[src/rtl/ffa_pkg.sv]
// Package: constants, types and codes for the first-fit allocator.
package ffa_pkg;

    localparam int MAX_SEGMENTS = 16;
    localparam int ADDR_BITS    = 16;
    localparam int IDX_BITS     = $clog2(MAX_SEGMENTS);
    localparam int CNT_BITS     = $clog2(MAX_SEGMENTS + 1);
    // start, size, free mark packed into one table word
    localparam int SEG_BITS     = 2 * ADDR_BITS + 1;

    localparam logic [1:0] ST_OK       = 2'd0;
    localparam logic [1:0] ST_NOFIT    = 2'd1;
    localparam logic [1:0] ST_NOTALLOC = 2'd2;
    localparam logic [1:0] ST_FULL     = 2'd3;

    localparam logic [0:0] CFG_MEM_BYTES     = 1'b0;
    localparam logic [0:0] CFG_ELEMENT_BYTES = 1'b1;

    typedef struct packed {
        logic [ADDR_BITS-1:0] start;
        logic [ADDR_BITS-1:0] size;
        logic                 free;
    } seg_t;

    typedef enum logic [3:0] {
        S_INIT,      // rewrite entry 0 as one free segment
        S_IDLE,
        S_CHECK,     // size check on the product
        S_SCAN_RD,   // issue read of entry idx
        S_SCAN_EV,   // evaluate entry idx
        S_LO_RD,     // read lower neighbor of a freed entry
        S_LO_EV,     // evaluate lower neighbor
        S_HI_RD,     // read upper neighbor
        S_HI_EV,     // evaluate upper neighbor
        S_MERGE_WR,  // write merged entry
        S_SHIFT_RD,  // read entry for a move
        S_SHIFT_WR,  // write the moved entry
        S_INS,       // write split remainder
        S_OUT        // result waiting on the output channel
    } state_t;

endpackage

[src/rtl/ffa_ram.sv]
// Generic single-port RAM with registered read.
module ffa_ram #(
    parameter int WIDTH = 8,
    parameter int DEPTH = 16
) (
    input  logic                     clk,
    input  logic                     we,
    input  logic [$clog2(DEPTH)-1:0] addr,
    input  logic [WIDTH-1:0]         wdata,
    output logic [WIDTH-1:0]         rdata
);

    logic [WIDTH-1:0] mem [DEPTH];

    always_ff @(posedge clk)
    begin
        if (we)
        begin
            mem[addr] <= wdata;
        end
        rdata <= mem[addr];
    end

endmodule

[src/rtl/first_fit_allocator_coalescing_top.sv]
// Top level of the first-fit segment allocator with coalescing on free.
//
// Input channel (valid/ready): one word per request. func = 0 allocates
// elem_count * element_bytes bytes from the first free segment that fits,
// splitting off any remainder as a free segment just after it (ST_FULL if the
// table has no room for it). func = 1 frees the allocated segment that starts
// at base_addr and merges it with free neighbors. Each request gives exactly
// one result word on the output channel: status, granted_addr, granted_bytes
// and used_bytes. The table is in one single-port RAM with registered read, so
// a request takes a size check, a read and an evaluation per entry scanned, on
// a free neighbor reads and evaluations and a merge write, a read and a write
// per entry moved by a split or merge, and a remainder write on a split. Scanned
// plus moved entries stay within MAX_SEGMENTS; a bad size goes straight from the
// size check to the result. The next word is taken the cycle after the result
// leaves. The result sits in output registers until taken and in_ready stays
// low, so a stalled receiver simply holds the block. Reset and every write of
// mem_bytes rewrite entry 0 as one free segment and set the segment count to
// one; entries at or above the count are never read. The user must write the
// configuration (cfg_we, cfg_index, cfg_data) only while idle; the block does not enforce it.
module first_fit_allocator_coalescing_top
    import ffa_pkg::*;
(
    input  logic        clk,
    input  logic        rst_n,
    input  logic        cfg_we,
    input  logic [0:0]  cfg_index,
    input  logic [15:0] cfg_data,
    input  logic        in_valid,
    output logic        in_ready,
    input  logic        func,
    input  logic [15:0] elem_count,
    input  logic [15:0] base_addr,
    output logic        out_valid,
    input  logic        out_ready,
    output logic [1:0]  status,
    output logic [15:0] granted_addr,
    output logic [15:0] granted_bytes,
    output logic [15:0] used_bytes
);

    state_t state_reg, state_next;

    logic [15:0]          mem_bytes_reg;
    logic [6:0]           elem_reg;
    logic [CNT_BITS-1:0]  count_reg, count_next;
    logic [ADDR_BITS-1:0] total_reg, total_next;
    logic [IDX_BITS-1:0]  idx_reg, idx_next;     // scan index
    logic [IDX_BITS-1:0]  hit_reg, hit_next;     // entry found
    logic [CNT_BITS-1:0]  src_reg, src_next;     // move source
    logic [CNT_BITS-1:0]  dst_reg, dst_next;     // move destination
    logic                 up_reg, up_next;       // 1: shift up (insert)
    logic                 lo_mg_reg, lo_mg_next; // merged with lower neighbor
    logic                 hi_mg_reg, hi_mg_next; // merged with upper neighbor
    logic                 func_reg;
    logic [15:0]          base_reg;
    logic [22:0]          want_reg;
    seg_t                 cur_reg, cur_next;     // segment being built
    seg_t                 rem_reg, rem_next;     // split remainder
    logic [1:0]           st_reg, st_next;
    logic [15:0]          ga_reg, ga_next, gb_reg, gb_next;

    logic                 ram_we;
    logic [IDX_BITS-1:0]  ram_addr;
    seg_t                 ram_wdata, ram_rdata;
    logic [SEG_BITS-1:0]  ram_rbits;

    logic                 in_acc;
    logic                 cfg_mem_wr;
    logic                 size_bad;
    logic                 ev_match, ev_exact;
    logic                 scan_last;
    logic                 table_full;
    logic                 hit_has_hi;
    logic [CNT_BITS-1:0]  merge_src;
    logic                 merge_shift;
    logic [CNT_BITS-1:0]  count_drop;
    logic                 shift_end_up, shift_end_dn;

    ffa_ram #(.WIDTH(SEG_BITS), .DEPTH(MAX_SEGMENTS)) u_table (
        .clk  (clk),
        .we   (ram_we),
        .addr (ram_addr),
        .wdata(ram_wdata),
        .rdata(ram_rbits)
    );
    assign ram_rdata = seg_t'(ram_rbits);

    assign in_ready      = (state_reg == S_IDLE);
    assign in_acc        = in_valid && in_ready;
    assign out_valid     = (state_reg == S_OUT);
    assign status        = st_reg;
    assign granted_addr  = ga_reg;
    assign granted_bytes = gb_reg;
    assign used_bytes    = total_reg;
    assign cfg_mem_wr    = cfg_we && (cfg_index == CFG_MEM_BYTES);

    // zero bytes or a product beyond the address range never fits
    assign size_bad   = (want_reg == '0) || (want_reg[22:16] != '0);
    assign ev_match   = func_reg ? (!ram_rdata.free && ram_rdata.start == base_reg)
                                 : (ram_rdata.free && ram_rdata.size >= want_reg[15:0]);
    assign ev_exact   = ram_rdata.size == want_reg[15:0];
    assign scan_last  = (CNT_BITS'(idx_reg) + CNT_BITS'(1)) >= count_reg;
    assign table_full = count_reg == CNT_BITS'(MAX_SEGMENTS);
    assign hit_has_hi = (CNT_BITS'(hit_reg) + CNT_BITS'(1)) < count_reg;

    // merges remove a contiguous run: the freed entry and/or the one above it
    assign merge_src   = CNT_BITS'(hit_reg) + CNT_BITS'(1) + CNT_BITS'(hi_mg_reg);
    assign merge_shift = (lo_mg_reg || hi_mg_reg) && (merge_src < count_reg);
    assign count_drop  = count_reg - CNT_BITS'(lo_mg_reg) - CNT_BITS'(hi_mg_reg);

    assign shift_end_up = src_reg == (CNT_BITS'(hit_reg) + CNT_BITS'(1));
    assign shift_end_dn = (src_reg + CNT_BITS'(1)) >= count_reg;

    // next state
    always_comb
    begin
        state_next = state_reg;
        case (state_reg)
            S_INIT:     state_next = S_IDLE;
            S_IDLE:     if (in_acc) state_next = S_CHECK;
            S_CHECK:    state_next = (!func_reg && size_bad) ? S_OUT : S_SCAN_RD;
            S_SCAN_RD:  state_next = S_SCAN_EV;
            S_SCAN_EV:
            begin
                if (ev_match)
                begin
                    if (func_reg)
                        state_next = (idx_reg != '0) ? S_LO_RD
                                   : (scan_last ? S_MERGE_WR : S_HI_RD);
                    else if (ev_exact || table_full)
                        state_next = S_OUT;
                    else if (scan_last)
                        state_next = S_INS;
                    else
                        state_next = S_SHIFT_RD;
                end
                else if (scan_last)
                    state_next = S_OUT;
                else
                    state_next = S_SCAN_RD;
            end
            S_LO_RD:    state_next = S_LO_EV;
            S_LO_EV:    state_next = hit_has_hi ? S_HI_RD : S_MERGE_WR;
            S_HI_RD:    state_next = S_HI_EV;
            S_HI_EV:    state_next = S_MERGE_WR;
            S_MERGE_WR: state_next = merge_shift ? S_SHIFT_RD : S_OUT;
            S_SHIFT_RD: state_next = S_SHIFT_WR;
            S_SHIFT_WR:
            begin
                if (up_reg)
                    state_next = shift_end_up ? S_INS : S_SHIFT_RD;
                else
                    state_next = shift_end_dn ? S_OUT : S_SHIFT_RD;
            end
            S_INS:      state_next = S_OUT;
            S_OUT:      if (out_ready) state_next = S_IDLE;
            default:    state_next = S_IDLE;
        endcase
        if (cfg_mem_wr)
        begin
            state_next = S_INIT;
        end
    end

    // datapath and memory control
    always_comb
    begin
        count_next = count_reg;
        total_next = total_reg;
        idx_next   = idx_reg;
        hit_next   = hit_reg;
        src_next   = src_reg;
        dst_next   = dst_reg;
        up_next    = up_reg;
        lo_mg_next = lo_mg_reg;
        hi_mg_next = hi_mg_reg;
        cur_next   = cur_reg;
        rem_next   = rem_reg;
        st_next    = st_reg;
        ga_next    = ga_reg;
        gb_next    = gb_reg;
        ram_we     = 1'b0;
        ram_addr   = idx_reg;
        ram_wdata  = '0;
        case (state_reg)
            S_INIT:
            begin
                ram_we     = 1'b1;
                ram_addr   = '0;
                ram_wdata  = seg_t'{'0, mem_bytes_reg, 1'b1};
                count_next = CNT_BITS'(1);
                total_next = '0;
            end
            S_IDLE:
            begin
                idx_next = '0;
            end
            S_CHECK:
            begin
                st_next    = func_reg ? ST_NOTALLOC : ST_NOFIT;
                ga_next    = '0;
                gb_next    = '0;
                lo_mg_next = 1'b0;
                hi_mg_next = 1'b0;
            end
            S_SCAN_EV:
            begin
                idx_next = idx_reg + IDX_BITS'(1);
                hit_next = idx_reg;
                if (ev_match)
                begin
                    if (func_reg)
                    begin
                        st_next    = ST_OK;
                        ga_next    = ram_rdata.start;
                        gb_next    = ram_rdata.size;
                        total_next = total_reg - ram_rdata.size;
                        cur_next   = seg_t'{ram_rdata.start, ram_rdata.size, 1'b1};
                    end
                    else if (ev_exact)
                    begin
                        st_next    = ST_OK;
                        ga_next    = ram_rdata.start;
                        gb_next    = want_reg[15:0];
                        total_next = total_reg + want_reg[15:0];
                        ram_we     = 1'b1;
                        ram_wdata  = seg_t'{ram_rdata.start, ram_rdata.size, 1'b0};
                    end
                    else if (table_full)
                    begin
                        st_next = ST_FULL;
                    end
                    else
                    begin
                        // taken part written now, remainder after the move
                        st_next    = ST_OK;
                        ga_next    = ram_rdata.start;
                        gb_next    = want_reg[15:0];
                        total_next = total_reg + want_reg[15:0];
                        ram_we     = 1'b1;
                        ram_wdata  = seg_t'{ram_rdata.start, want_reg[15:0], 1'b0};
                        rem_next   = seg_t'{ram_rdata.start + want_reg[15:0],
                                            ram_rdata.size - want_reg[15:0], 1'b1};
                        up_next    = 1'b1;
                        src_next   = count_reg - CNT_BITS'(1);
                        dst_next   = count_reg;
                    end
                end
            end
            S_LO_RD:
            begin
                ram_addr = hit_reg - IDX_BITS'(1);
            end
            S_LO_EV:
            begin
                if (ram_rdata.free)
                begin
                    cur_next   = seg_t'{ram_rdata.start, ram_rdata.size + cur_reg.size, 1'b1};
                    lo_mg_next = 1'b1;
                end
            end
            S_HI_RD:
            begin
                ram_addr = hit_reg + IDX_BITS'(1);
            end
            S_HI_EV:
            begin
                if (ram_rdata.free)
                begin
                    cur_next   = seg_t'{cur_reg.start, cur_reg.size + ram_rdata.size, 1'b1};
                    hi_mg_next = 1'b1;
                end
            end
            S_MERGE_WR:
            begin
                ram_we    = 1'b1;
                ram_addr  = lo_mg_reg ? (hit_reg - IDX_BITS'(1)) : hit_reg;
                ram_wdata = cur_reg;
                up_next   = 1'b0;
                src_next  = merge_src;
                dst_next  = lo_mg_reg ? CNT_BITS'(hit_reg)
                                      : (CNT_BITS'(hit_reg) + CNT_BITS'(1));
                if (!merge_shift)
                    count_next = count_drop;
            end
            S_SHIFT_RD:
            begin
                ram_addr = src_reg[IDX_BITS-1:0];
            end
            S_SHIFT_WR:
            begin
                ram_we    = 1'b1;
                ram_addr  = dst_reg[IDX_BITS-1:0];
                ram_wdata = ram_rdata;
                if (up_reg)
                begin
                    src_next = src_reg - CNT_BITS'(1);
                    dst_next = dst_reg - CNT_BITS'(1);
                end
                else
                begin
                    src_next = src_reg + CNT_BITS'(1);
                    dst_next = dst_reg + CNT_BITS'(1);
                    if (shift_end_dn)
                        count_next = count_drop;
                end
            end
            S_INS:
            begin
                ram_we     = 1'b1;
                ram_addr   = hit_reg + IDX_BITS'(1);
                ram_wdata  = rem_reg;
                count_next = count_reg + CNT_BITS'(1);
            end
            default:
            begin
            end
        endcase
    end

    always_ff @(posedge clk or negedge rst_n)
    begin
        if (!rst_n)
        begin
            state_reg     <= S_INIT;
            mem_bytes_reg <= 16'd4096;
            elem_reg      <= 7'd24;
            count_reg     <= CNT_BITS'(1);
            total_reg     <= '0;
            idx_reg       <= '0;
            hit_reg       <= '0;
            src_reg       <= '0;
            dst_reg       <= '0;
            up_reg        <= 1'b0;
            lo_mg_reg     <= 1'b0;
            hi_mg_reg     <= 1'b0;
            cur_reg       <= '0;
            rem_reg       <= '0;
            st_reg        <= ST_OK;
            ga_reg        <= '0;
            gb_reg        <= '0;
            func_reg      <= 1'b0;
            base_reg      <= '0;
            want_reg      <= '0;
        end
        else
        begin
            state_reg <= state_next;
            count_reg <= count_next;
            total_reg <= total_next;
            idx_reg   <= idx_next;
            hit_reg   <= hit_next;
            src_reg   <= src_next;
            dst_reg   <= dst_next;
            up_reg    <= up_next;
            lo_mg_reg <= lo_mg_next;
            hi_mg_reg <= hi_mg_next;
            cur_reg   <= cur_next;
            rem_reg   <= rem_next;
            st_reg    <= st_next;
            ga_reg    <= ga_next;
            gb_reg    <= gb_next;
            if (in_acc)
            begin
                func_reg <= func;
                base_reg <= base_addr;
                want_reg <= {7'd0, elem_count} * {16'd0, elem_reg};
            end
            if (cfg_mem_wr)
            begin
                mem_bytes_reg <= cfg_data;
            end
            if (cfg_we && cfg_index == CFG_ELEMENT_BYTES)
            begin
                elem_reg <= cfg_data[6:0];
            end
        end
    end

    // a result word is never shown while a request is being taken
    a_excl: assert property (@(posedge clk) disable iff (!rst_n)
        !(in_ready && out_valid)) else $error("ready and valid overlap");
    a_cnt: assert property (@(posedge clk) disable iff (!rst_n)
        count_reg != '0 && count_reg <= CNT_BITS'(MAX_SEGMENTS))
        else $error("segment count out of range");
    a_fail: assert property (@(posedge clk) disable iff (!rst_n)
        out_valid && status != ST_OK |-> granted_bytes == '0 && granted_addr == '0)
        else $error("failed request reports a segment");
    a_hold: assert property (@(posedge clk) disable iff (!rst_n)
        out_valid && !out_ready |=> out_valid && $stable(status) &&
        $stable(granted_addr) && $stable(granted_bytes) && $stable(used_bytes))
        else $error("result word changed while stalled");

endmodule

[config.mk]
export PLATFORM = sky130hd
export DESIGN_NAME = first_fit_allocator_coalescing_top
export DESIGN_NICKNAME = d
export VERILOG_FILES = /design/src/rtl/ffa_pkg.sv /design/src/rtl/ffa_ram.sv /design/src/rtl/first_fit_allocator_coalescing_top.sv
export SDC_FILE = /design/constraint.sdc
export NUM_CORES = 1
export LEC_CHECK = 0
export BUFFER_PORTS_ARGS = -buffer_cell sky130_fd_sc_hd__buf_2
export CORE_MARGIN = 1.5
export CORE_UTILIZATION = 40
export CTS_BUF_LIST = sky130_fd_sc_hd__clkbuf_2
export DETAILED_ROUTE_END_ITERATION = 7
export GPL_ROUTABILITY_DRIVEN = 0
export PLACE_DENSITY = 0.66
export RECOVER_POWER = 50
export SLEW_MARGIN = 20
export SYNTH_ARGS = -nofsm -noshare
export SYNTH_HDL_FRONTEND = slang
export SYNTH_HIERARCHICAL = 1
export SYNTH_SLANG_ARGS = --single-unit
[constraint.sdc]
create_clock -name clk -period 7.16 [get_ports clk]
set_input_delay 1.432 -clock clk [delete_from_list [all_inputs] [get_ports clk]]
set_output_delay 1.432 -clock clk [all_outputs]
set_load 0.02 [all_outputs]
==> flow_summary.ini <==
[place]
dp_hpwl_mm = 63.6
io_buffers = 106
place_inst = 4127

[synthesis]
synth_top_area_share_pct = 41.7
synth_area_per_cell_um2 = 13.4
synth.most_common_cell = edfxtp_1
syn_area_mm2 = 0.0380
yosysTopAreaCell = edfxtp_1
synthCells = 2846
seq_area_frac_synth_pct = 57.2
syn-num-nets = 3111
yosys-top-cells-area = edfxtp_1 (42%), dfrtp_1 (13%), mux4_2 (7.8%)
ys.flop_type = edfxtp_1
synthTopCellsByCount = edfxtp_1 (528), nand2_1 (317), dfrtp_1 (204), o21ai_0 (156), inv_1 (147)
ys_seq_elements = 769
yosys_warnings = 6
async_reset_ff_share_pct = 27.0
synth.distinct_cells = 86
synth_edf_count = 528

[layout]
fillers = 8532
regArea_mm2 = 0.0217
top_register = u_table/mem
area_growth_pct = 9.55
drive_gt1_share_pct = 19.3
layout.cells.non_filler = 4474
layout.nets = 3331
largest_reg_flops = 528
multiInputGateArea_mm2 = 0.0152

[power_and_ir_drop]
p_per_area_mw_per_mm2 = 473
irDropWorstVdd_mv = 0.441
leakage_nw = 15.8

[setup_path]
rr_startpoint = want_reg[3]$_DFFE_PN0P_
r2r_cells = 12
slowest_delay_ns = 0.79
start_kind = flip-flop
end_kind = flip-flop
crit_chain = inv_1, ha_1, nand4_1, nor4_1, a211oi_1, o31ai_1, a31oi_1, or3_1, o21bai_1, nand3b_1, nor3_2, buf_4
cpMaxStageDelayCell = nor4_1
critPathKind = reg2reg
regToRegEndpoint = u_table/mem[4][7]$_DFFE_PP_
worst_ep_required_time_ns = 8.11
r2r_setup_slack_ns = 0.98
arrival_ns = 7.13
worstPathMaxFanout = 26

[sta]
tightest_slew_ns = 2.93
fin_crit_ns = 6.18
report.final.slew_viol_count = 357
setup_viol = 0
rsz0062_at_grt = false
fmax_mhz = 162
fin_setup_tns_ns = 0
hold_ws_ns = 0.245
fin_crit_sh_pct = 86.3
hold_viol = 0
relSlewSlack_pct = -95.0
clock_skew_ns = 0.166

[clock_tree]
cts_tree = done
cts_hold_buf = 1
h-tree-depth = 4
insertion_delay_ns = 1.44
cts-resized-gates = 0
cts.sinks = 769
clockBufferDepth = 3
postCtsSetupBuffers = 0
ctsRootBufferMaster = clkbuf_2
clk_pin_slew_ns = 0.11
numCtsBuffers = 190

[detailed_routing]
antenna_left = 0
dr.pass1.iters = 7
routed_wirelength_mm = 96.3
drc = 0
dr.first_iter.drc_count = 2359
via_per_inst = 5.53
vias = 24700
post_drt_wl_per_cell_um = 21.5

[min_path]
hold_start = cfg_data[15]
hp-class = in2reg
hold_end = mem_bytes_reg[15]$_DFFE_PN0P_
min_path_cells = 2

[run]
drv_cap = 7

[floorplanning]
design.core.area_mm2 = 0.0937
ios = 107
chipWidth_um = 311
die_h_um = 311
num_rows = 112
initial_utilization_pct = 40.5
die_area_mm2 = 0.0969

[global_routing]
overflow = 0
track_usage_pct = 20.0
grt_pass1_vias = 24900
grt_max_degree = 160
grt_pass1_wl_mm = 149
antenna_found_initial = 2

[outcome]
violations = capacitance limit, slew limit
outcome = finished with violations
[routing by layer]
metal	share of wire, %	wire length (um)	vias to the layer above	GRT usage [%]
met2	48	46000	904	32.3
met3	6.7	6420	183	3.85
met5	0	0	-	0
li1	-	-	11200	-
met1	42	40000	12500	26.2
met4	4.0	3810	0	9.41
[critical path, delay by kind of cell (launching register included)]
family | cells | cell delay [ns]
flops | 1 | 0.67
buf+inv | 2 | 0.85
simple gates | 5 | 2.65
compound gates | 4 | 1.16
fa+ha+maj | 1 | 0.46
[cell type report]
cell class | count | area share [%]
inverter | 148 | 1.33
timing repair buffer | 162 | 2.03
sequential | 769 | 52.2
clock buffer | 274 | 3.29
clock inverter | 70 | 0.926
multi-input combinational | 1795 | 36.4
antenna | 2 | 0.0120
tap | 1254 | 3.77
[power by group]
group	switching, mW	internal, mW
Combinational	5.92	3.97
Clock	1.78	1.13
Sequential	0.853	6.05
[how the worst max path moves through the flow]
stage                             from                           end  slack, ns  depth (start not counted)
4_1_cts        want_reg[8]$_DFFE_PN0P_   u_table/mem[4][7]$_DFFE_PP_       1.57                         12
6_report       want_reg[3]$_DFFE_PN0P_   u_table/mem[4][7]$_DFFE_PP_       0.98                         12
3_5_place_dp             elem_count[5]      want_reg[22]$_DFFE_PN0P_       1.02                         20
2_1_floorplan  want_reg[0]$_DFFE_PN0P_   u_table/mem[0][0]$_DFFE_PP_       1.41                         11
5_1_grt        want_reg[8]$_DFFE_PN0P_  granted_addr[11]$_DFFE_PN0P_       0.72                         11
3_3_place_gp             elem_count[5]      want_reg[21]$_DFFE_PN0P_       1.04                         20
[per-stage QoR]
stage / cell area [um2] / worst slack (ns) / power, mW / util [%]
2_1_floorplan: 38000 / 1.41 / 13.8 / -
3_3_place_gp: 40100 / 1.04 / 16.7 / 42.8
3_5_place_dp: 40100 / 1.02 / 16.9 / 42.8
4_1_cts: 41900 / 1.57 / 19.8 / 44.6
5_1_grt: 41600 / 0.717 / 21.1 / 44.4
6_report: 41600 / 0.983 / 19.7 / 44.4
[cell usage in the layout, fill, tap and decap left out, drive strengths merged, types with 55 or more instances in the layout]
master / count
ha: 135
edfxtp: 528
fa: 75
nor2: 115
xor2: 65
buf: 96
inv: 154
o21ai: 161
a22oi: 70
mux4: 132
a21oi: 82
nand2: 317
and2: 93
clkbuf: 339
dfrtp: 204
nor3: 55
clkinv: 59
[cell families after synthesis]
family	count (synthesis)	share of synthesized area, %
AO/OA/AOI/OAI	555	10.0
XOR/XNOR	114	2.63
adder cells (fa/ha/maj)	210	8.40
buffers and inverters	282	3.14
flip-flops	769	57.2
multiplexers	203	9.85
AND/OR/NAND/NOR	713	8.77
Power figures use the tool's default switching activity.
